### src/hw/rtl/fully_associative_lru_cache_lookup_unit_assert.svh
// Assertion macros for the fully associative LRU lookup unit.
// Used by the top level only; needs a signal named clock and one named reset in scope.
`ifndef FULLY_ASSOCIATIVE_LRU_CACHE_LOOKUP_UNIT_ASSERT_SVH
`define FULLY_ASSOCIATIVE_LRU_CACHE_LOOKUP_UNIT_ASSERT_SVH

// Same-cycle implication, checked at every rising clock edge outside reset.
`define FALRU_ASSERT_NOW(label, ante, cons) \
   label: assert property (@(posedge clock) disable iff (reset) (ante) |-> (cons)) \
      else $error("falru assertion failed");

// Next-cycle implication, checked at every rising clock edge outside reset.
`define FALRU_ASSERT_NEXT(label, ante, cons) \
   label: assert property (@(posedge clock) disable iff (reset) (ante) |=> (cons)) \
      else $error("falru assertion failed");

`endif

### src/hw/rtl/falru_cell.sv
// One tag cell of the recency chain: holds a tag, compares it with the key
// and takes its lower neighbor's tag when the chain shifts. No package use.
module falru_cell #(
   parameter int TAG_BITS  = 32,
   parameter int FILL_BITS = 10,
   parameter int INDEX     = 0
) (
   input  logic                 clock,
   input  logic                 load,
   input  logic                 shift,
   input  logic [TAG_BITS-1:0]  key,
   input  logic [TAG_BITS-1:0]  prev_tag,
   input  logic [FILL_BITS-1:0] fill,
   output logic [TAG_BITS-1:0]  tag,
   output logic                 match
);

   logic [TAG_BITS-1:0] tag_ff;
   logic [TAG_BITS-1:0] tag_in;
   logic                valid;

   // A cell holds a live tag only while it sits below the fill count.
   assign valid = (fill > FILL_BITS'(INDEX));
   assign match = valid && (tag_ff == key);
   assign tag   = tag_ff;

   assign tag_in = (load && shift) ? prev_tag : tag_ff;

   always_ff @(posedge clock) begin
      tag_ff <= tag_in;
   end

endmodule

### config.mk
export PLATFORM = sky130hd
export DESIGN_NAME = falru_cell
export DESIGN_NICKNAME = d
export VERILOG_FILES = /design/src/hw/rtl/fully_associative_lru_cache_lookup_unit_assert.svh /design/src/hw/rtl/falru_cell.sv
export SDC_FILE = /design/constraint.sdc
export NUM_CORES = 1
export LEC_CHECK = 0
export BUFFER_PORTS_ARGS = -buffer_cell sky130_fd_sc_hd__buf_2
export CAP_MARGIN = 20
export CELL_PAD_IN_SITES_DETAIL_PLACEMENT = 0
export CELL_PAD_IN_SITES_GLOBAL_PLACEMENT = 1
export CORE_MARGIN = 4
export CORE_UTILIZATION = 32
export CTS_BUF_LIST = sky130_fd_sc_hd__clkbuf_8
export CTS_CLUSTER_DIAMETER = 50
export CTS_CLUSTER_SIZE = 16
export DETAILED_ROUTE_END_ITERATION = 16
export HOLD_SLACK_MARGIN = 0.06
export PLACE_DENSITY = 0.85
export SLEW_MARGIN = 20
export SYNTH_ARGS = -nofsm -noshare
export SYNTH_HDL_FRONTEND = slang
export SYNTH_SLANG_ARGS = --single-unit
### constraint.sdc
create_clock -name clock -period 2.95 [get_ports clock]
set_clock_uncertainty 0.1 [all_clocks]
set_input_delay 0.59 -clock clock [delete_from_list [all_inputs] [get_ports clock]]
set_output_delay 0.59 -clock clock [all_outputs]
set_load 0.02 [all_outputs]
==> results.md <==
* Post-synth EDFFs at 32
* Core ar. at 4058 µm²
* CTS tree: built
* Critical path arrival at 1.76 ns
* Final critical-path share of the clock period at 82.95%
* Clock sinks at 32
* Port-buffer cells at 109
* Synth-to-layout area growth at 51.34%
* Slew Viols, Final at 0
* Hold Path Class: in2reg
* Final WS setup at 0.5031 ns
* Slowest-stage cell, CP: nor4_1
* Max-cap check violation count at 0
* Syn Nets at ~160
* Prevailing post-synth register cell: edfxtp_1
* Post-synth top area share at 70.91%
* Post-CTS Repair Setup Buffers at 0
* Most used cell, CP: buf_2
* Tmin final at 2.447 ns
* GRT Util Overall at 12.59%
* CP Cell Sequence: buf_2, xor2_1, nor4_1, nand4_1, nor4_2, buf_2
* Die W at 73.08 µm
* Worst slew margin at 74.10%
* Synth area leader: edfxtp_1
* Final setup fails at 0
* Endpoint type of the worst setup path: output pin
* CTS max path bufs at 2
* Met1 Resource Use GR at 11.28%
* Clock power frac at 29.1%
* Static leakage at 0.9142 nW
* CTS root buf: clkbuf_8
* Post-DRT Antenna Nets at 0
* Crit-path max FO at 1
* Placer's final routability congestion estimate at 0.7716
* Crit Path Category: in2out
* Vias at roughly 1,100
* CTS clock-pin slew for the worst setup and hold paths at around 0.06 ns
* Vias per cell at 4.310
* Crit path launch type: input pin
* Net Sw Frac at 24.44%
* Starting Density at 33.40%
* Internal Power at 0.7742 mW
* Post-synthesis async set-or-reset flop share at 0%
* I/O Pins at 110
* First-pass iteration count of the detailed router at 2
* First-pass GRT wire length at about 5 mm
* Met3 Usage GRT at 4.959%
* Unrepaired setup endpoints after global routing: false
* Status: finished clean
* Share of post-route cells with drive strength above 1 at just under 60%
* Cell Pwr Density at 499.6 nW/µm²
* Site row count at 23
* Final hold viol count at 0
* Final Net Count at 274
* Routed WL at ~3.3 mm
* Grt peak-use layer: met2
* Most frequent cells after synthesis: edfxtp_1 (32), xor2_1 (24), xnor2_1 (8), nor4_1 (6)
* Worst EP required at between 2 and 2.5 ns
* CTS Buf Count at 5
* Gr ovfl total at 0
* Top post-synthesis cells by area: edfxtp_1 (71%), xor2_1 (16%), xnor2_1 (5.2%), nor4_1 (2.8%), nor4_2 (2.8%)
* Fill count at 379
* Most frequent cell after synthesis: edfxtp_1
* Vias in the first global route at 1,121
* Max VDD drop at 0.3743 mV
* Mapped Cells at 80
* Hold buffer count at CTS at 0
* CTS H-tree depth at 2
* YS warnings at 0
* Pre-CTS setup slack at 0.4073 ns
* Synth unique cells at 9
* Mean Syn Cell Area at approximately 17 µm²
* Largest stage delay, worst path at 0.37 ns
* DR iter-0 viols at 39
* Antenna violations before repair at 0
* Power Total at 1.025 mW
* Setup TNS at 0 ns
* Logic pwr share at 16.8%
* Fmax at 0.4087 GHz
* Die ar. at 5340 µm²
* # diodes at 0
* Die Y at 73.08 µm
* Slew @ Worst Pin at 0.3885 ns
* Reg power frac at 54.2%
* Max reg flops at 32
* Routed WL per cell at 13.41 µm
* Routing usage on met2 at about a quarter
* Post-synthesis sequential area ratio at 70.91%
* FF+latch count, synth at 32
* Resized cells post-CTS at 0
* Largest net degree at the start of global routing at 33
* Post-route DRC at 0
* Synthesized cell area at 1355 µm²
* Switching pwr at 0.2504 mW
* Post-layout util at 50.54%
cells by family (layout without fill, tap and decap cells):
kind of cell,count (synthesis),in the layout,share of synthesized area [%]
simple gates,16,16,8.403
buf+inv,0,118,0
xor+xnor,32,32,20.68
flops,32,32,70.91
layout by cell type, fill, tap and decap left out:
cell,netlist,layout
nand3_1,2,2
nor4_2,3,3
inv_1,0,2
buf_4,0,1
nand4_1,3,3
nor2_1,1,1
nor4_1,6,6
clkinv_1,0,1
buf_2,0,109
clkbuf_8,0,5
and2_1,1,1
xor2_1,24,24
xnor2_1,8,8
edfxtp_1,32,32
per-stage QoR:
stage / instance area [µm²] / hold WS [ns] / cells
4_1_cts: 2051 / 0.3717 / 248
3_3_place_gp: 1971 / 0.6665 / 240
5_1_grt: 2051 / 0.3657 / 248
6_report: 2051 / 0.3848 / 248
2_1_floorplan: 1355 / 0.5889 / 80
3_5_place_dp: 1971 / 0.6681 / 240
final cells by class:
| type | count | area [µm²] | area share [%] |
|---|---|---|---|
| Tap cell | 50 | 62.56 | 3.051 |
| Clock inverter | 3 | 11.26 | 0.5491 |
| Clock buffer | 5 | 68.82 | 3.356 |
| Timing Repair Buffer | 110 | 553.0 | 26.97 |
| Sequential cell | 32 | 960.9 | 46.86 |
| Multi-Input combinational cell | 48 | 394.1 | 19.22 |
worst max-delay path: cells and delay by family:
kind	cells	cell delay [ns]
buf+inv	2	0.30
xor+xnor	1	0.15
simple gates	3	0.71
power groups by stage:
stage,registers (mW),logic [mW],clock network (mW)
floorplan,0.602,0.0465,0
global placement,0.563,0.172,0
detailed placement,0.565,0.175,0
CTS,0.556,0.175,0.312
global route,0.558,0.187,0.335
finish,0.555,0.172,0.298
worst paths after layout:
check | from | endpoint | slack (ns) | cells past startpoint
setup / recovery | key[19] | match | 0.50 | 6
hold / removal | prev_tag[16] | tag[16] | 0.38 | 1
metal layers:
| layer | vias up | wire [µm] |
|---|---|---|
| li1 | 532 | - |
| met1 | 478 | 1054 |
| met2 | 53 | 1881 |
| met3 | 6 | 337 |
| met4 | 0 | 52 |
| met5 | - | 0 |
Note: power is estimated with default switching activity, not from simulation.
