### src/hw/rtl/fully_associative_lru_cache_lookup_unit_assert.svh
// Assertion macros for the fully associative LRU lookup unit.
// Used by the top level only; needs a signal named clock and one named reset in scope.
`ifndef FULLY_ASSOCIATIVE_LRU_CACHE_LOOKUP_UNIT_ASSERT_SVH
`define FULLY_ASSOCIATIVE_LRU_CACHE_LOOKUP_UNIT_ASSERT_SVH

// Same-cycle implication, checked at every rising clock edge outside reset.
`define FALRU_ASSERT_NOW(label, ante, cons) \
   label: assert property (@(posedge clock) disable iff (reset) (ante) |-> (cons)) \
      else $error("falru assertion failed");

// Next-cycle implication, checked at every rising clock edge outside reset.
`define FALRU_ASSERT_NEXT(label, ante, cons) \
   label: assert property (@(posedge clock) disable iff (reset) (ante) |=> (cons)) \
      else $error("falru assertion failed");

`endif

### src/hw/rtl/falru_scan.sv
// Parallel prefix OR over the match row: seen[i] is set when any cell at or
// below position i matched. No package use.
module falru_scan #(
   parameter int N = 512
) (
   input  logic [N-1:0] match,
   output logic [N-1:0] seen
);

   localparam int LEVELS = $clog2(N);

   logic [N-1:0] level [0:LEVELS];

   assign level[0] = match;

   for (genvar k = 0; k < LEVELS; k++) begin : g_level
      for (genvar i = 0; i < N; i++) begin : g_bit
         if (i >= (1 << k)) begin : g_merge
            assign level[k+1][i] = level[k][i] | level[k][i-(1<<k)];
         end else begin : g_pass
            assign level[k+1][i] = level[k][i];
         end
      end
   end

   assign seen = level[LEVELS];

endmodule

### config.mk
export PLATFORM = sky130hd
export DESIGN_NAME = falru_scan
export DESIGN_NICKNAME = d
export VERILOG_FILES = /design/src/hw/rtl/fully_associative_lru_cache_lookup_unit_assert.svh /design/src/hw/rtl/falru_scan.sv
export SDC_FILE = /design/constraint.sdc
export NUM_CORES = 1
export LEC_CHECK = 0
export ABC_AREA = 1
export BUFFER_PORTS_ARGS = -buffer_cell sky130_fd_sc_hd__buf_2
export CAP_MARGIN = 20
export CORE_AREA = 2 2 398 400
export DETAILED_ROUTE_END_ITERATION = 6
export DIE_AREA = 0 0 400 402
export PLACE_DENSITY = 0.31
export SETUP_SLACK_MARGIN = 0.05
export SYNTH_ARGS = -nofsm -noshare
export SYNTH_HDL_FRONTEND = slang
export SYNTH_SLANG_ARGS = --single-unit
### constraint.sdc
create_clock -name vclk -period 2.4
set_input_delay 0.12 -clock vclk [all_inputs]
set_output_delay 0.12 -clock vclk [all_outputs]
set_load 0.01 [all_outputs]
==> flow_metrics.env, run 1 <==
export IMPL_setup_viol=0
export IMPL_die_w_um=400
export IMPL_placedCellCount=9182
export IMPL_firstDrtPassIters=5
export IMPL_p_comb_frac=1.000
export IMPL_synth_area_leader_cell="nand2_1"
export IMPL_power_frac_seq=0
export IMPL_synth_xor_area_share=0
export IMPL_setup_ws_ns=0.0459
export IMPL_min_period_ns=2.35
export IMPL_antenna_found_initial=75
export IMPL_p_int_uw=725
export IMPL_post_route_drc_count=0
export IMPL_syn_num_nets=5773
export IMPL_synth_compound_area_frac=0
export IMPL_initial_core_util=0.127
export IMPL_dp_hpwl_mm=241
export IMPL_postSynthCellCount=5261
export IMPL_worstSetupEndpointType="primary output"
export IMPL_yosysMostFrequentCell="nand2_1"
export IMPL_routed_wl_mm=251
export IMPL_port_buffers=1024
export IMPL_syn_to_final_growth_pct=75.5
export IMPL_start_kind="input pin"
export IMPL_synth_commonest_cells="nand2_1 (2,204), nor2_1 (1,888), inv_1 (1,040), nand3_1 (81), nor2_2 (15)"
export IMPL_fin_cells=9225
export IMPL_placementRows=146
export IMPL_grt_total_usage=0.297
export IMPL_max_freq_mhz=425
export IMPL_wire_per_inst_um=27.2
export IMPL_via_per_inst=4.16
export IMPL_n_sequential_cell=0
export IMPL_synth_top_area_share=0.414
export IMPL_arrival_ns=2.23
export IMPL_timing_final_crit_share=0.981
export IMPL_layout_drive_gt1_share=0.303
export IMPL_ir_drop_uv=58.8
export IMPL_drv_cap=0
export IMPL_synth_top_family_by_area="simple AND/OR/NAND/NOR gates"
export IMPL_relSlewSlack=0.714
export IMPL_ant_nets=0
export IMPL_pre_cts_slack_ns=-0.674
export IMPL_ys_types=14
export IMPL_syn_area_per_cell_um2=3.79
export IMPL_ioPinCount=1024
export IMPL_synthTopCellsByArea="nand2_1 (41%), nor2_1 (35%), inv_1 (20%)"
export IMPL_powerDensity_mw_per_mm2=61.2
export IMPL_maxSlewViolCount=0
export IMPL_rsz0062_at_grt="yes"
export IMPL_vias=38400
export IMPL_syn_area_mm2=0.0200
export IMPL_seq_area_frac_synth=0
export IMPL_switchingPower_uw=1420
export IMPL_gp_congestion=1.04
export IMPL_synthAdderAreaFrac=0
export IMPL_nets=7631
export IMPL_fill_cells=19700
export IMPL_die_h_um=402
export IMPL_p_sw_frac=0.662
export IMPL_crit_required_ns=2.28
export IMPL_worstSetupPathType="input pin to primary output"
export IMPL_synthSimpleGateAreaFrac=0.803
export IMPL_drtIter0Drc=2478
export IMPL_overflow=0
export IMPL_nClkBuffers=0
export IMPL_hold_viol=0
export IMPL_grt_pass1_vias=38500
export IMPL_yosysWarningCount=0
export IMPL_holdCritPathClass="input pin to primary output"
export IMPL_grt_pass1_wl_mm=321
export IMPL_outcome="finished, final reports clean"
export IMPL_tightest_slew_ns=0.428
export IMPL_regArea_um2=0
export IMPL_yosys_mux_area_fraction=0
export IMPL_grt_max_degree=7
export IMPL_die_area_mm2=0.161
export IMPL_core_mm2=0.157
export IMPL_leakagePower_uw=0.0172
export IMPL_crit_fanout=3
export IMPL_p_clk_frac=0
[worst max-delay path, stage by stage]
cell	delay [ns]
buf_2	0.11
inv_1	0.12
nand2_1	0.17
nor2_1	0.32
nand2_1	0.18
nor2_1	0.24
nand2_1	0.14
nor2_1	0.22
nand2_1	0.13
nor2_1	0.15
buf_4	0.15
nand2_1	0.04
buf_2	0.14
[timing repair]
| item | 4_1_cts | 5_1_grt |
|---|---|---|
| endpoints found under the setup margin | 272 | 255 |
| buffers inserted | 3 | 4 |
| hold buffers | 0 | 0 |
| gates resized for setup | 117 | 203 |
| gates cloned | 0 | 0 |
| endpoints found under the hold margin | 0 | 0 |
| pin swaps | 5 | 11 |
[layout by cell type, fill, tap and decap left out, types with 7 or more instances in the layout]
cell	instances
nand2_1	2145
nor2_1	1691
inv_1	1035
buf_2	1024
buf_4	825
nor2_2	162
nand3_1	76
nand2_2	67
nor2_4	51
diode_2	36
inv_2	9
buf_12	7
[routing by layer]
layer	wire length, µm	global-route usage	vias up
met5	263	0	-
met4	14400	0.137	42
met3	15700	0.0538	343
met2	122000	0.529	1444
met1	98600	0.341	17900
li1	-	-	18700
[layout make-up]
| cell class | count | area [µm²] | share of cell area |
|---|---|---|---|
| Timing Repair Buffer | 1857 | 11500 | 0.327 |
| Multi-Input combinational cell | 4215 | 17000 | 0.484 |
| Antenna cell | 36 | 90.1 | 0.00257 |
| Tap cell | 2072 | 2590 | 0.0740 |
| Inverter | 1045 | 3930 | 0.112 |
[logic make-up after synthesis]
group | after synthesis
and+or+nand+nor | 4215
buffers and inverters | 1046
[through the flow]
step	utilization	power (µW)	setup TNS, ns	instance area, µm²	hold WS [ns]
after CTS	0.219	2130	0	34300	0.473
final	0.223	2140	0	35000	0.471
after global routing	0.223	2300	0	35000	0.491
after global placement	0.216	2100	-23.19	33900	0.470
after floorplan	-	686	0	20000	0.332
after detailed placement	0.216	2100	-19.73	33900	0.471
[power by group through the flow]
stage                     logic [µW]  registers [µW]  clock network [µW]
final                           2140               0             0.00188
after global routing            2300               0            0.000506
after floorplan                  686               0                   0
after global placement          2100               0                   0
after detailed placement        2100               0                   0
after CTS                       2130               0                   0
[path summary, 6_finish.rpt]
kind	startpoint	end	depth (start not counted)
setup / recovery	match[433]	seen[456]	13
hold / removal	match[0]	seen[0]	2
(Power assumes the default switching activity.)
==> run 2: changes to the inputs <==
--- a/config.mk
+++ b/config.mk
@@ -11,6 +11,7 @@
 export CORE_AREA = 2 2 398 400
 export DETAILED_ROUTE_END_ITERATION = 6
 export DIE_AREA = 0 0 400 402
+export MAX_ROUTING_LAYER = met4
 export PLACE_DENSITY = 0.31
 export SETUP_SLACK_MARGIN = 0.05
 export SYNTH_ARGS = -nofsm -noshare
==> run 2 against run 1 <==
Effect of this change: power decreased by 0.13%; combinational power about the same; critical path depth unchanged; highest routed layer is now met4; critical path type unchanged; utilization about the same; first-iteration DRC count increased by 10%; die area unchanged; worst hold slack got worse by 0.00097 ns; final cell count about the same; worst setup slack improved by 0.0078 ns.
==> flow_metrics.env, run 2 (same netlist as run 1, synthesis figures left out) <==
export IMPL_port_buffers=1024
export IMPL_crit_chain="buf_2, inv_1, nand2_1, nor2_1, buf_4, nand2_1, nor2_2, nand2_2, nor2_4, nand2_1, nor2_4, nand2_1, buf_2"
export IMPL_fin_cells=9230
export IMPL_die_area_mm2=0.161
export IMPL_antenna_found_initial=71
export IMPL_die_h_um=402
export IMPL_overflow=0
export IMPL_arrival_ns=2.23
export IMPL_worstSetupPathType="input pin to primary output"
export IMPL_gp_congestion=1.06
export IMPL_regArea_um2=0
export IMPL_worstSetupEndpointType="primary output"
export IMPL_placedCellCount=9171
export IMPL_hold_viol=0
export IMPL_slowest_stage="nor2_4"
export IMPL_crit_fanout=3
export IMPL_nClkBuffers=0
export IMPL_crit_required_ns=2.28
export IMPL_postPlaceCellArea_mm2=0.0339
export IMPL_maxSlewViolCount=0
export IMPL_p_clk_frac=0
export IMPL_wire_per_inst_um=27.2
export IMPL_core_mm2=0.157
export IMPL_tightest_slew_ns=0.534
export IMPL_max_freq_mhz=426
export IMPL_die_w_um=400
export IMPL_n_sequential_cell=0
export IMPL_placementRows=146
export IMPL_postLayoutCellArea_mm2=0.0350
export IMPL_via_per_inst=4.15
export IMPL_power_frac_seq=0
export IMPL_timing_final_crit_share=0.978
export IMPL_multi_input_area_mm2=0.0169
export IMPL_outcome="finished, final reports clean"
export IMPL_grt_max_degree=7
export IMPL_vias=38300
export IMPL_initial_core_util=0.127
export IMPL_nets=7622
export IMPL_leakagePower_uw=0.0171
export IMPL_max_stage_delay_ns=0.29
export IMPL_p_int_uw=723
export IMPL_syn_to_final_growth_pct=75.4
export IMPL_firstDrtPassIters=6
export IMPL_fill_cells=19800
export IMPL_grt_pass1_wl_mm=323
export IMPL_holdCritPathClass="input pin to primary output"
export IMPL_ioPinCount=1024
export IMPL_crit_top_cell="nand2_1"
export IMPL_grt_pass1_vias=38500
export IMPL_relSlewSlack=0.643
export IMPL_powerDensity_mw_per_mm2=61.2
export IMPL_p_sw_frac=0.663
export IMPL_final_cell_mix="nand2_1 (2,143), nor2_1 (1,682), inv_1 (1,034), buf_2 (1,024), buf_4 (815)"
export IMPL_start_kind="input pin"
export IMPL_switchingPower_uw=1420
export IMPL_ir_drop_uv=52.6
export IMPL_grt_total_usage=0.306
export IMPL_dp_hpwl_mm=241
export IMPL_min_period_ns=2.35
export IMPL_post_route_drc_count=0
export IMPL_drtIter0Drc=2734
export IMPL_setup_viol=0
export IMPL_ant_nets=0
export IMPL_routed_wl_mm=251
export IMPL_layout_drive_gt1_share=0.304
export IMPL_drv_cap=0
export IMPL_rsz0062_at_grt="yes"
export IMPL_final_common_cell="nand2_1"
export IMPL_p_comb_frac=1.000
run 2: area by class of cell:
| cell class | instances | area share |
|---|---|---|
| antenna | 50 | 0.00357 |
| inverter | 1045 | 0.112 |
| multi-input combinational | 4215 | 0.484 |
| timing repair buffer | 1848 | 0.326 |
| tap | 2072 | 0.0740 |
run 2: metal layers:
| layer | vias to the layer above | global-route usage | routed length, µm |
|---|---|---|---|
| li1 | 18700 | - | - |
| met2 | 1339 | 0.549 | 126000 |
| met5 | - | - | 0 |
| met4 | 0 | 0.0915 | 9770 |
| met1 | 18100 | 0.350 | 102000 |
| met3 | 216 | 0.0412 | 13400 |
run 2: path summary, 6_finish.rpt:
path              startpoint   endpoint  cells after the start
setup / recovery  match[175]  seen[477]                     13
hold / removal      match[0]    seen[0]                      2
run 2: power groups by stage:
stage | clock, µW | sequential (µW) | combinational, µW
after floorplan | 0 | 0 | 686
after global placement | 0 | 0 | 2110
after detailed placement | 0 | 0 | 2100
after CTS | 0 | 0 | 2130
after global routing | 0.00221 | 0 | 2290
final | 0.00280 | 0 | 2140
run 2: through the flow:
step	hold WS, ns	power [µW]	worst slack, ns	TNS, ns	utilization
after global routing	0.488	2290	0.0166	0	0.223
after floorplan	0.332	686	0.827	0	-
after global placement	0.468	2110	-0.763	-31.26	0.216
after CTS	0.469	2130	0.0420	0	0.218
after detailed placement	0.468	2100	-0.722	-27.15	0.216
final	0.470	2140	0.0537	0	0.223
run 2: timing repair:
| item | in CTS | in global routing |
|---|---|---|
| resized for setup | 109 | 212 |
| endpoints found under the setup margin | 297 | 252 |
| pin swaps | 7 | 16 |
| hold buffers | 0 | 0 |
| setup buffers | 4 | 5 |
| hold endpoints to repair | 0 | 0 |
run 2: worst max-delay path, delay by kind of cell:
kind / cells / cell delay, ns
buf+inv: 4 / 0.56
simple gates: 9 / 1.52
==> run 3: changes to the inputs <==
--- a/config.mk
+++ b/config.mk
@@ -11,6 +11,7 @@
 export CORE_AREA = 2 2 398 400
 export DETAILED_ROUTE_END_ITERATION = 6
 export DIE_AREA = 0 0 400 402
+export GPL_TIMING_DRIVEN = 0
 export MAX_ROUTING_LAYER = met4
 export PLACE_DENSITY = 0.31
 export SETUP_SLACK_MARGIN = 0.05
==> run 3 against run 2 <==
Effect of this change: the run now ends with setup timing left; worst hold slack better by 0.086 ns; flip-flop and latch count unchanged; power is 1.9% lower; via count decreased by 6.8%; combinational power is 2% lower; global-route usage decreased by 0.51 points; maximum frequency down 2.8%; die area is the same.
==> flow_metrics.env, run 3 (same netlist as run 1, synthesis figures left out) <==
export IMPL_outcome="complete, but fails checks"
export IMPL_violations="setup timing"
export IMPL_overflow=0
export IMPL_pre_cts_slack_ns=-1.33
export IMPL_timing_final_crit_share=1.01
export IMPL_crit_required_ns=2.28
export IMPL_final_cell_mix="nand2_1 (2,107), nor2_1 (1,452), inv_1 (1,038), buf_2 (1,024), nor2_2 (276)"
export IMPL_tightest_slew_ns=0.605
export IMPL_max_stage_delay_ns=0.24
export IMPL_grt_max_degree=7
export IMPL_syn_to_final_growth_pct=52.6
export IMPL_post_route_drc_count=0
export IMPL_grt_pass1_vias=35300
export IMPL_hold_buffers=0
export IMPL_dp_hpwl_mm=236
export IMPL_layout_drive_gt1_share=0.258
export IMPL_timing_hold_ws_ns=0.557
export IMPL_holdCritPathClass="input pin to primary output"
export IMPL_nets=6822
export IMPL_setup_ws_ns=-0.0140
export IMPL_drtIter0Drc=3019
export IMPL_fill_cells=19800
export IMPL_core_mm2=0.157
export IMPL_crit_fanout=3
export IMPL_grt_pass1_wl_mm=313
export IMPL_final_common_cell="nand2_1"
export IMPL_n_sequential_cell=0
export IMPL_wire_per_inst_um=29.2
export IMPL_postLayoutCellArea_mm2=0.0305
export IMPL_min_period_ns=2.41
export IMPL_grt_total_usage=0.301
export IMPL_relSlewSlack=0.595
export IMPL_die_h_um=402
export IMPL_regArea_um2=0
export IMPL_power_uw=2100
export IMPL_setup_viol=1
export IMPL_port_buffers=1024
export IMPL_hold_viol=0
export IMPL_firstDrtPassIters=6
export IMPL_leakagePower_uw=0.0133
export IMPL_ioPinCount=1024
export IMPL_crit_chain="buf_2, inv_1, nand2_1, nor2_1, nand2_1, nor2_1, nand2_1, nor2_1, nand2_1, nor2_1, nand2_1, buf_2"
export IMPL_initial_core_util=0.127
export IMPL_arrival_ns=2.29
export IMPL_postPlaceCellArea_mm2=0.0277
export IMPL_worstSetupEndpointType="primary output"
export IMPL_routed_wl_mm=247
export IMPL_via_per_inst=4.22
export IMPL_cp_endpoint="seen[458]"
export IMPL_ant_nets=0
export IMPL_nClkBuffers=0
export IMPL_antenna_found_initial=92
export IMPL_powerDensity_mw_per_mm2=69.0
export IMPL_start_kind="input pin"
export IMPL_maxSlewViolCount=0
export IMPL_rsz0062_at_grt="yes"
export IMPL_crit_top_cell="nand2_1"
export IMPL_placementRows=146
export IMPL_vias=35700
export IMPL_worstSetupPathType="input pin to primary output"
export IMPL_die_area_mm2=0.161
export IMPL_slowest_stage="nor2_1"
export IMPL_die_w_um=400
export IMPL_drv_cap=0
export IMPL_ir_drop_uv=62.1
export IMPL_gp_congestion=1.06
export IMPL_max_freq_mhz=414
export IMPL_startpoint="match[433]"
## run 3: cell count changes in the layout (fill, tap and decap cells not counted), sizes merged
cell      change
buf         -800
clkinvlp      -1
diode        +29
inv           +1
## run 3: final cells by class
| cell class | instances | area [µm²] | share of cell area |
|---|---|---|---|
| inverter | 1045 | 3920 | 0.129 |
| buffer | 1 | 7.51 | 0.000246 |
| antenna | 79 | 198 | 0.00649 |
| multi-input combinational | 4215 | 18400 | 0.602 |
| timing repair buffer | 1047 | 5400 | 0.177 |
| tap | 2072 | 2590 | 0.0851 |
## run 3: per-stage QoR
stage          std cells   util  setup TNS (ns)
2_1_floorplan       5261      -               0
3_3_place_gp        8357  0.176         -129.50
3_5_place_dp        8357  0.176         -127.92
4_1_cts             8369  0.187         -0.0734
5_1_grt             8441  0.194               0
6_report            8459  0.194         -0.0140
## run 3: repair_timing
action,in CTS,in global routing
hold endpoints to repair,0,0
gates resized for setup,494,236
buffers inserted,12,11
pin swaps,13,26
setup endpoints to repair,392,247
## run 3: metal layers
metal  global-route usage  up-vias  wire length (µm)
met5                    -        -                 0
met4               0.0990        0             10500
met3               0.0437      227             15300
met2                0.538     1385            124000
met1                0.340    16900             96900
li1                     -    17200                 -
## run 3: how the worst min path moves through the flow
stage,startpoint,endpoint,slack [ns],depth (start not counted)
after floorplan,match[0],seen[0],0.33,1
after global placement,match[0],seen[0],0.55,3
after detailed placement,match[0],seen[0],0.56,3
after CTS,match[0],seen[0],0.56,3
after global routing,match[0],seen[0],0.58,3
final,match[0],seen[0],0.56,3
## run 3: worst max-delay path, delay by kind of cell
family	cells	cell delay (ns)
buf+inv	3	0.44
simple gates	9	1.72
## run 3: power by group
group	leakage, µW	switching (µW)	internal (µW)
Combinational	0.0133	1490	607
Sequential	0	0	0
Clock	0.000000507	0	0.00409
Total	0.0133	1490	607
